===== src/hw/rtl/spq2k_pkg.sv =====
package spq2k_pkg;

  localparam int DEPTH    = 16;
  localparam int TAG_BITS = 16;
  localparam int CNT_W    = $clog2(DEPTH + 1);

  // port widths fixed by the interface
  localparam int TAG_PORT_W = 16;
  localparam int KEY_W      = 8;
  localparam int STAT_W     = 2;

  localparam logic OP_PUSH = 1'b0;
  localparam logic OP_POP  = 1'b1;

  localparam logic [STAT_W-1:0] ST_OK    = 2'd0;
  localparam logic [STAT_W-1:0] ST_DUP   = 2'd1;
  localparam logic [STAT_W-1:0] ST_FULL  = 2'd2;
  localparam logic [STAT_W-1:0] ST_EMPTY = 2'd3;

  typedef struct packed {
    logic                valid;
    logic [TAG_BITS-1:0] tag;
    logic [KEY_W-1:0]    age;
    logic [KEY_W-1:0]    pri;
  } slot_t;

  // broadcast to every cell
  typedef struct packed {
    logic                push_en;
    logic                pop_en;
    logic [TAG_BITS-1:0] tag;
    logic [KEY_W-1:0]    age;
    logic [KEY_W-1:0]    pri;
  } cmd_t;

endpackage


===== src/hw/rtl/sorted_priority_queue_two_key_top.sv =====
// result: a request accepted at an edge gives its result on the out_ ports in the
// next cycle, marked by out_strobe for exactly that cycle
// throughput: one request per cycle, busy stays low; every cell compares and shifts
// in the same cycle, so the row of cells sets the rate
// reset: synchronous active-low rst_n clears the cell valid bits and the count, the
// queue comes up empty; the receiver cannot stall results
module sorted_priority_queue_two_key_top (
  input  logic        clk,
  input  logic        rst_n,
  input  logic        start,
  output logic        busy,
  input  logic        in_opcode,
  input  logic [15:0] in_entry_tag,
  input  logic [7:0]  in_age,
  input  logic [7:0]  in_priority_req,
  output logic        out_strobe,
  output logic [1:0]  out_status,
  output logic [15:0] out_clash_tag,
  output logic        out_head_valid,
  output logic [15:0] out_head_tag,
  output logic [7:0]  out_head_priority,
  output logic [7:0]  out_head_age,
  output logic [4:0]  out_entry_count
);

  localparam int D = spq2k_pkg::DEPTH;

  spq2k_pkg::cmd_t  cmd;
  spq2k_pkg::slot_t slots [D];
  spq2k_pkg::slot_t empty_slot;
  logic [D-1:0]     ahead_vec;
  logic [D-1:0]     match_vec;
  logic [D-1:0]     valid_vec;

  logic                           accept;
  logic                           is_push, is_pop;
  logic                           dup, full, empty;
  logic [spq2k_pkg::TAG_BITS-1:0] clash;
  logic [spq2k_pkg::STAT_W-1:0]   status;

  logic                           strobe_r;
  logic [spq2k_pkg::STAT_W-1:0]   status_r;
  logic [spq2k_pkg::TAG_BITS-1:0] clash_r;
  logic [spq2k_pkg::CNT_W-1:0]    cnt_r, cnt_nxt;

  // no multi-cycle work, a request is taken every cycle
  assign busy   = 1'b0;
  assign accept = start && !busy;

  assign is_push = accept && (in_opcode == spq2k_pkg::OP_PUSH);
  assign is_pop  = accept && (in_opcode == spq2k_pkg::OP_POP);

  // keys are unique in the row, so at most one cell matches; or-reduce its tag
  always_comb begin
    clash = '0;
    for (int i = 0; i < D; i++) begin
      clash = clash | (slots[i].tag & {spq2k_pkg::TAG_BITS{match_vec[i]}});
    end
  end

  assign dup   = |match_vec;
  assign full  = slots[D-1].valid;
  assign empty = !slots[0].valid;

  // duplicate check wins over full check
  always_comb begin
    status = spq2k_pkg::ST_OK;
    if (is_push && dup) begin
      status = spq2k_pkg::ST_DUP;
    end else if (is_push && full) begin
      status = spq2k_pkg::ST_FULL;
    end else if (is_pop && empty) begin
      status = spq2k_pkg::ST_EMPTY;
    end
  end

  // request broadcast to the row
  assign cmd.push_en = is_push && !dup && !full;
  assign cmd.pop_en  = is_pop && !empty;
  assign cmd.tag     = in_entry_tag[spq2k_pkg::TAG_BITS-1:0];
  assign cmd.age     = in_age;
  assign cmd.pri     = in_priority_req;

  assign empty_slot = '0;

  // row of cells, slot 0 is the head; push shifts toward the tail, pop toward the head
  for (genvar g = 0; g < D; g++) begin : g_cell
    spq2k_pkg::slot_t prev_s, next_s;
    logic             prev_b;
    if (g == 0) begin : g_first
      assign prev_s = empty_slot;
      assign prev_b = 1'b1;
    end else begin : g_mid
      assign prev_s = slots[g-1];
      assign prev_b = ahead_vec[g-1];
    end
    if (g == D - 1) begin : g_last
      assign next_s = empty_slot;
    end else begin : g_inner
      assign next_s = slots[g+1];
    end

    spq2k_cell u_cell (
      .clk        (clk),
      .rst_n      (rst_n),
      .cmd        (cmd),
      .prev_slot  (prev_s),
      .prev_ahead (prev_b),
      .next_slot  (next_s),
      .slot       (slots[g]),
      .ahead      (ahead_vec[g]),
      .match      (match_vec[g])
    );

    assign valid_vec[g] = slots[g].valid;
  end

  // entry count tracks the valid prefix
  always_comb begin
    cnt_nxt = cnt_r;
    if (cmd.push_en) begin
      cnt_nxt = cnt_r + spq2k_pkg::CNT_W'(1);
    end else if (cmd.pop_en) begin
      cnt_nxt = cnt_r - spq2k_pkg::CNT_W'(1);
    end
  end

  always_ff @(posedge clk) begin
    if (!rst_n) begin
      strobe_r <= 1'b0;
      cnt_r    <= '0;
    end else begin
      strobe_r <= accept;
      cnt_r    <= cnt_nxt;
    end
  end

  always_ff @(posedge clk) begin
    status_r <= status;
    clash_r  <= (status == spq2k_pkg::ST_DUP) ? clash : '0;
  end

  // head comes straight from cell 0, which already holds the updated state
  assign out_strobe        = strobe_r;
  assign out_status        = status_r;
  assign out_clash_tag     = 16'(clash_r);
  assign out_head_valid    = slots[0].valid;
  assign out_head_tag      = slots[0].valid ? 16'(slots[0].tag) : 16'd0;
  assign out_head_priority = slots[0].valid ? slots[0].pri : 8'd0;
  assign out_head_age      = slots[0].valid ? slots[0].age : 8'd0;
  assign out_entry_count   = 5'(cnt_r);

  // count agrees with the number of valid cells
  a_cnt_matches_valid: assert property (@(posedge clk) disable iff (!rst_n)
    32'(cnt_r) == $countones(valid_vec))
    else $error("entry count out of step with cell valid bits");

  // valid cells form a prefix of the row
  a_valid_prefix: assert property (@(posedge clk) disable iff (!rst_n)
    (valid_vec & (valid_vec + D'(1))) == '0)
    else $error("valid cells not contiguous from the head");

  // keys held in the row are unique
  a_single_match: assert property (@(posedge clk) disable iff (!rst_n)
    $onehot0(match_vec))
    else $error("more than one cell matches the pushed keys");

  // every accepted request yields a strobe in the next cycle
  a_result_follows: assert property (@(posedge clk) disable iff (!rst_n)
    accept |=> out_strobe)
    else $error("result strobe missing after accepted request");

endmodule


===== src/hw/rtl/spq2k_cell.sv =====
module spq2k_cell (
  input  logic              clk,
  input  logic              rst_n,
  input  spq2k_pkg::cmd_t   cmd,
  input  spq2k_pkg::slot_t  prev_slot,
  input  logic              prev_ahead,
  input  spq2k_pkg::slot_t  next_slot,
  output spq2k_pkg::slot_t  slot,
  output logic              ahead,
  output logic              match
);

  logic                          valid_r, valid_nxt;
  logic [spq2k_pkg::TAG_BITS-1:0] tag_r, tag_nxt;
  logic [spq2k_pkg::KEY_W-1:0]    age_r, age_nxt;
  logic [spq2k_pkg::KEY_W-1:0]    pri_r, pri_nxt;

  // held entry ranks ahead of the pushed key
  assign ahead = valid_r && ((pri_r < cmd.pri) || ((pri_r == cmd.pri) && (age_r > cmd.age)));
  assign match = valid_r && (pri_r == cmd.pri) && (age_r == cmd.age);

  always_comb begin
    valid_nxt = valid_r;
    tag_nxt   = tag_r;
    age_nxt   = age_r;
    pri_nxt   = pri_r;
    if (cmd.push_en && !ahead) begin
      if (prev_ahead) begin
        valid_nxt = 1'b1;
        tag_nxt   = cmd.tag;
        age_nxt   = cmd.age;
        pri_nxt   = cmd.pri;
      end else begin
        valid_nxt = prev_slot.valid;
        tag_nxt   = prev_slot.tag;
        age_nxt   = prev_slot.age;
        pri_nxt   = prev_slot.pri;
      end
    end else if (cmd.pop_en) begin
      valid_nxt = next_slot.valid;
      tag_nxt   = next_slot.tag;
      age_nxt   = next_slot.age;
      pri_nxt   = next_slot.pri;
    end
  end

  always_ff @(posedge clk) begin
    if (!rst_n) begin
      valid_r <= 1'b0;
    end else begin
      valid_r <= valid_nxt;
    end
  end

  always_ff @(posedge clk) begin
    tag_r <= tag_nxt;
    age_r <= age_nxt;
    pri_r <= pri_nxt;
  end

  assign slot.valid = valid_r;
  assign slot.tag   = tag_r;
  assign slot.age   = age_r;
  assign slot.pri   = pri_r;

endmodule


===== config.mk =====
export PLATFORM = sky130hd
export DESIGN_NAME = sorted_priority_queue_two_key_top
export DESIGN_NICKNAME = d
export VERILOG_FILES = /design/src/hw/rtl/spq2k_pkg.sv /design/src/hw/rtl/sorted_priority_queue_two_key_top.sv /design/src/hw/rtl/spq2k_cell.sv
export SDC_FILE = /design/constraint.sdc
export NUM_CORES = 2
export LEC_CHECK = 0
export BUFFER_PORTS_ARGS = -buffer_cell sky130_fd_sc_hd__buf_2
export CAP_MARGIN = 20
export CORE_AREA = 2 2 246 430
export CTS_CLUSTER_SIZE = 25
export DETAILED_ROUTE_END_ITERATION = 16
export DIE_AREA = 0 0 248 432
export PLACE_DENSITY = 0.49
export SYNTH_ARGS = -nofsm -noshare
export SYNTH_HDL_FRONTEND = slang
export SYNTH_SLANG_ARGS = --single-unit

===== constraint.sdc =====
create_clock -name clk -period 8.09 [get_ports clk]
set_input_delay 1.2135 -clock clk [delete_from_list [all_inputs] [get_ports clk]]
set_output_delay 1.2135 -clock clk [all_outputs]
set_load 0.1 [all_outputs]

# --- Yosys cells after proc, flatten, opt, wreduce, memory -nomap -nowiden ---
# Index checks and enable logic that the tools add are counted.
op_classes:
  order_cmp: 32
  eq_ne: 33
  n_reduce_logical: 141
  n_bitwise: 32
  muxes: 195
  addsub: 2
op_table:
  columns: ["operator", "n"]
  rows:
  - ["two-way mux 16 bit", 48]
  - ["two-way mux 8 bit", 95]
  - ["AND 16 bit", 16]
  - ["== test 8 bit", 32]
  - ["OR 16 bit", 15]
  - ["> comparator 8 bit", 16]
  - ["less-than comparator 8 bit", 16]
  - ["logical AND 1 bit", 88]
  - ["two-way mux 1 bit", 47]
  - ["nonzero test 2 bit", 17]
  - ["logical NOT 1 bit", 19]
  - ["logical OR 1 bit", 16]
  - ["OR reduction 16 bit", 1]
  - ["two-way mux 5 bit", 2]
  - ["two-way mux 2 bit", 3]
  - ["adder 5 x 1 -> 5 bit, second input constant", 1]
  - ["subtractor 5 x 1 -> 5 bit, second input constant", 1]
  - ["== test 2 x 1 -> 1 bit, second input constant", 1]
  - ["NOT 1 bit", 1]
totals:
  wordCells: 503
  register_bits: 552

# --- Logic depth before layout (Yosys ltp) ---
logic_depth:
  depth_word: 19
  ltp_mapped: 18

# --- Cells and area by module ---
# A second synthesis with hierarchy kept.
unflattened:
  cells_unflattened: 3117
  hier_area_um2: 40342.4
modules_own_cells:
  columns: ["module", "cells_per_inst", "n_inst", "area_per_inst_um2"]
  rows:
  - ["spq2k_cell (g_cell[13].u_cell ...)", 175, 12, 2388.5]
  - ["spq2k_cell (g_cell[0].u_cell ...)", 178, 4, 2282.2]
  - ["sorted_priority_queue_two_key_top", 305, 1, 2551.2]

# --- Least setup slack after synthesis ---
# Ideal clock, no wire load.
synth_timing:
  kind: "in2reg"
  startpoint: "input in_priority_req[5]"
  endpoint: "register g_cell[11].u_cell.age_r[0] (netlist name) (enable)"
  stages: 12
  slack_ps: 1873
  t_arrival_ps: 5751
  n_path_buf: 3
  cell_sequence: "clkbuf_1 -> inv_1 -> ha_1 -> nand4_1 -> nor3_1 -> a2111oi_2 -> nand4_1 -> nor2_4 -> inv_4 -> buf_2 -> buf_2 -> o21ai_0"
synth_between:
  elab_chain_len: 9
synth_lines:
  columns: ["item", "line_no", "text"]
  rows:
  - ["from (decl)", "sorted_priority_queue_two_key_top.sv:15", "input logic [7:0] in_priority_req,"]
  - ["== test 8 bit, on equally long branches", "spq2k_cell.sv:20, spq2k_cell.sv:19", null]
  - ["logical AND 1 bit (2 in a row)", "spq2k_cell.sv:20", "assign match = valid_r && (pri_r == cmd.pri) && (age_r == cmd.age);"]
  - ["OR reduction 16 bit", "sorted_priority_queue_two_key_top.sv:61", "assign dup = |match_vec;"]
  - ["logical NOT 1 bit", "sorted_priority_queue_two_key_top.sv:78", "assign cmd.push_en = is_push && !dup && !full;"]
  - ["logical AND 1 bit (2 in a row)", "sorted_priority_queue_two_key_top.sv:78", null]
  - ["logical AND 1 bit *", "spq2k_cell.sv:27", "if (cmd.push_en && !ahead) begin"]
  - ["nonzero test 2 bit (no line) *", null, null]
  - ["to (signal assigned)", "spq2k_cell.sv:57", "age_r <= age_nxt;"]
  - ["to (decl)", "spq2k_cell.sv:15", "logic [spq2k_pkg::KEY_W-1:0] age_r, age_nxt;"]
# Mark *: on every way between the ends. The rest lies on a longest branch, timed or not.
# A chain may end at the register's enable or synchronous reset.

# --- Worst setup path in the final report ---
layout_timing:
  startpoint: "input in_age[1]"
  endpoint: "register g_cell[9].u_cell.tag_r[2] (netlist name) (enable)"
layout_between:
  elab_chain_len: 8
layout_lines:
  columns: ["item", "line_no", "text"]
  rows:
  - ["from (decl)", "sorted_priority_queue_two_key_top.sv:14", "input logic [7:0] in_age,"]
  - ["== test 8 bit", "spq2k_cell.sv:20", null]
  - ["logical AND 1 bit", "spq2k_cell.sv:20", null]
  - ["OR reduction 16 bit", "sorted_priority_queue_two_key_top.sv:61", null]
  - ["logical NOT 1 bit", "sorted_priority_queue_two_key_top.sv:78", null]
  - ["logical AND 1 bit (2 in a row)", "sorted_priority_queue_two_key_top.sv:78", null]
  - ["logical AND 1 bit *", "spq2k_cell.sv:27", null]
  - ["nonzero test 2 bit (no line) *", null, null]
  - ["to (signal assigned)", "spq2k_cell.sv:56", "tag_r <= tag_nxt;"]
  - ["to (decl)", "spq2k_cell.sv:14", "logic [spq2k_pkg::TAG_BITS-1:0] tag_r, tag_nxt;"]
# Marked as above.

==> summary.txt <==
Routing
  • Vias per cell: 6.43
  • Via count: 31200
  • Initial DRC count: 2962
  • DRT Wirelength: 164000 um
  • Routed length per instance: 33.8 um
  • First-pass detailed-route iteration total: 6
  • DRC: 0
  • Final ANT Viol Nets: 0

Run status
  • Status: finished, final reports clean

GRT
  • GRT Util Overall: 30.3%
  • Total gr overflow: 0
  • First-pass GRT wire length: 233000 um
  • Antenna violations before repair: 7
  • Largest net degree at the start of global routing: 144
  • Vias in the first global route: 31600

Clocking
  • Root buffer cell: clkbuf_16
  • Sink Count: 552
  • Max H-tree Level: 2
  • Post-cts repair resize count: 0
  • Clk buf depth: 3
  • Hold Buf Count CTS: 0
  • Num CTS Buffers: 58
  • Worst-skew pair later-pin latency: 0.68 ns
  • CTS tree: done
  • Clock transition at the registers of the reported paths: 0.07 ns
  • Setup Buffers After CTS: 0

STA
  • Count of pins over their slew limit: 0
  • Worst Tran Pin Value: 1.22 ns
  • Clk_skew: 0.0365 ns
  • Fin crit period: 5.61 ns
  • Final Cycle Share: 69.4%
  • Final hold vios: 0
  • RSZ-0062 raised after global routing: no
  • Final setup TNS: 0 ns
  • Rel. slew slack: 18.9%
  • Finish-stage setup viols: 0
  • Final hold slack: 0.525 ns
  • Peak Freq: 178 MHz

Synth
  • EDFF count, synth: 512
  • Syn_area_per_cell: 10.5 um^2
  • Synth Instances: 3539
  • Post-synth top area cell: edfxtp_1
  • Post-Syn Area: 37000 um^2
  • Post-synth top area share: 41.6%
  • Asr flop ratio synth: 0%
  • Synth top area cells: edfxtp_1 42%, ha_1 8.2%, mux2_2 7.6%
  • Post-synthesis xor/xnor area fraction: 0.426%
  • Synth warn: 0
  • Main combinational cell family by area after synthesis: compound AO/OA/AOI/OAI gates
  • Register area share after synthesis: 43.7%
  • Synth cell count leaders: 512 x edfxtp_1, 501 x a21oi_1, 249 x mux2_2
  • Post-Syn Nets: 3819
  • Yosys cell types: 80
  • FF+latch count, synth: 552
  • Synth Area in Compound Gates: 20.2%
  • Most common cell in the netlist: edfxtp_1
  • Synth Flop Type: edfxtp_1
  • Post-synthesis mux area share: 13.3%
  • Post-synthesis simple-gate area fraction: 9.12%
  • Adder-cell area share of the yosys netlist: 8.27%

Worst setup path
  • FF-to-FF setup slack: 3.51 ns
  • R2R Path End: g_cell[9].u_cell.tag_r[2]
  • Worst Reg2Reg Path Length in Cells: 10
  • Crit path DAT: 5.91 ns
  • Crit end category: flop
  • Worst flop-to-flop path startpoint: g_cell[14].u_cell.age_r[1]
  • CP required: 8.39 ns
  • CP max FO: 143
  • Worst Setup Start Kind: input port
  • Worst Path Class, Setup: input port to flop

Floorplanning
  • Die X: 248 um
  • FP Rows: 157
  • Number of top-level pins: 94
  • Area of the core: 104000 um^2
  • Starting Density: 35.6%
  • Die area: 107000 um^2
  • DIE HEIGHT: 432 um

Layout
  • Nets: 3732
  • Layout cell share with drive strength beyond 1: 17.7%
  • Synth-to-layout area growth: 10.3%

Min path
  • Hold endpoint: g_cell[11].u_cell.valid_r
  • Hold Path Cell Cnt: 2
  • Hold Crit Start: g_cell[11].u_cell.valid_r
  • HP Class: flop to flop

Power
  • Final Total Pwr: 7.85 mW
  • VDD IR max: 0.000169 V
  • PD cells: 192 nW/um^2
  • Leak pwr: 15.2 nW

Placed design
  • HPWL Detailed: 114000 um
  • Placer Congestion: 0.912
  • Port bufs: 92

Flow run
  • Max Cap Viol: 0
[worst max-delay path, stage by stage]
cell and delay (ns):
buf_2 0.37, inv_1 0.49, ha_1 0.45, nand4_1 0.17
nor2_1 0.13, a2111oi_2 0.50, nand4_1 0.26, nor2_4 0.22
buf_12 0.55, and2_1 0.23, buf_4 0.41, or2_2 0.84
[worst max-delay path by stage]
stage	slack, ns	cells past startpoint	startpoint	endpoint
after floorplan	1.87	12	in_priority_req[5]	g_cell[11].u_cell.age_r[0]
after global placement	1.75	12	in_age[1]	g_cell[9].u_cell.tag_r[2]
after detailed placement	1.74	12	in_age[1]	g_cell[9].u_cell.tag_r[4]
after CTS	2.46	12	in_age[1]	g_cell[9].u_cell.tag_r[2]
after global routing	2.22	12	in_age[1]	g_cell[9].u_cell.tag_r[2]
final	2.48	12	in_age[1]	g_cell[9].u_cell.tag_r[2]
[where the power goes]
group	leakage (nW)	internal [mW]	total (mW)	switching, mW
clock	0.970	1.62	2.94	1.32
sequential	5.13	3.39	3.64	0.255
combinational	9.08	0.452	1.27	0.817
total	15.2	5.46	7.85	2.39
[flip-flops by register name (all words and copies together), names as in the netlist]
register	flops
g_cell.u_cell.age_r	128
g_cell.u_cell.pri_r	128
g_cell.u_cell.tag_r	256
g_cell.u_cell.valid_r	16
out_clash_tag	16
out_entry_count	5
out_status	2
out_strobe	1
[metal layers]
| layer | part of all wire, % | global-route usage (%) |
|---|---|---|
| met1 | 35 | 32.2 |
| met2 | 50 | 53.1 |
| met3 | 5.2 | 4.03 |
| met4 | 9.6 | 24.3 |
| met5 | 0.026 | 0 |
[per-stage QoR]
stage | setup slack [ns] | utilization (%) | cells | instance area (um^2)
3_3_place_gp | 1.75 | 37.2 | 4738 | 38700
4_1_cts | 2.46 | 39.2 | 4850 | 40700
3_5_place_dp | 1.74 | 37.3 | 4740 | 38700
5_1_grt | 2.22 | 39.2 | 4854 | 40800
6_report | 2.48 | 39.3 | 4857 | 40800
2_1_floorplan | 1.87 | - | 3539 | 37000
[cell type report]
cell class / count / area (um^2)
clock inverter: 36 / 422
tap: 1351 / 1690
inverter: 95 / 359
multi-input combinational: 2542 / 19200
timing repair buffer: 203 / 1360
sequential: 552 / 16200
antenna: 4 / 10.0
fill: 10300 / 63100
clock buffer: 74 / 1580
[placed cells by master (no fill, tap or decap), types with 15 or more instances in the layout]
| cell type | netlist | layout |
|---|---|---|
| o211ai_1 | 17 | 17 |
| a22o_1 | 32 | 32 |
| nand4_1 | 53 | 53 |
| and3_1 | 22 | 22 |
| nand2_1 | 184 | 180 |
| and2_1 | 53 | 51 |
| a222oi_1 | 16 | 16 |
| o21ai_0 | 130 | 125 |
| dfxtp_1 | 40 | 39 |
| mux2_2 | 249 | 249 |
| nor2_1 | 28 | 25 |
| nand3_1 | 118 | 117 |
| a221oi_1 | 32 | 31 |
| ha_1 | 243 | 243 |
| nand3b_1 | 35 | 35 |
| mux2_1 | 29 | 29 |
| buf_4 | 6 | 106 |
| a22oi_1 | 39 | 38 |
| o21a_1 | 25 | 24 |
| a2bb2oi_1 | 64 | 64 |
| a211oi_1 | 15 | 15 |
| or3_1 | 33 | 33 |
| mux2i_1 | 179 | 179 |
| a21o_1 | 30 | 30 |
| nor2b_1 | 42 | 42 |
| edfxtp_1 | 512 | 512 |
| a31oi_1 | 222 | 222 |
| clkbuf_16 | 0 | 58 |
| a21oi_1 | 501 | 501 |
| inv_1 | 94 | 94 |
| buf_2 | 85 | 92 |
[kinds of logic after synthesis]
kind of cell,count (synthesis)
AOI/OAI and AO/OA,1194
and+or+nand+nor,628
DFF,552
muxes,457
buffers and inverters,445
adders and majority gates,244
xor gates and xnor gates,18
other,1
(Power assumes the default switching activity.)
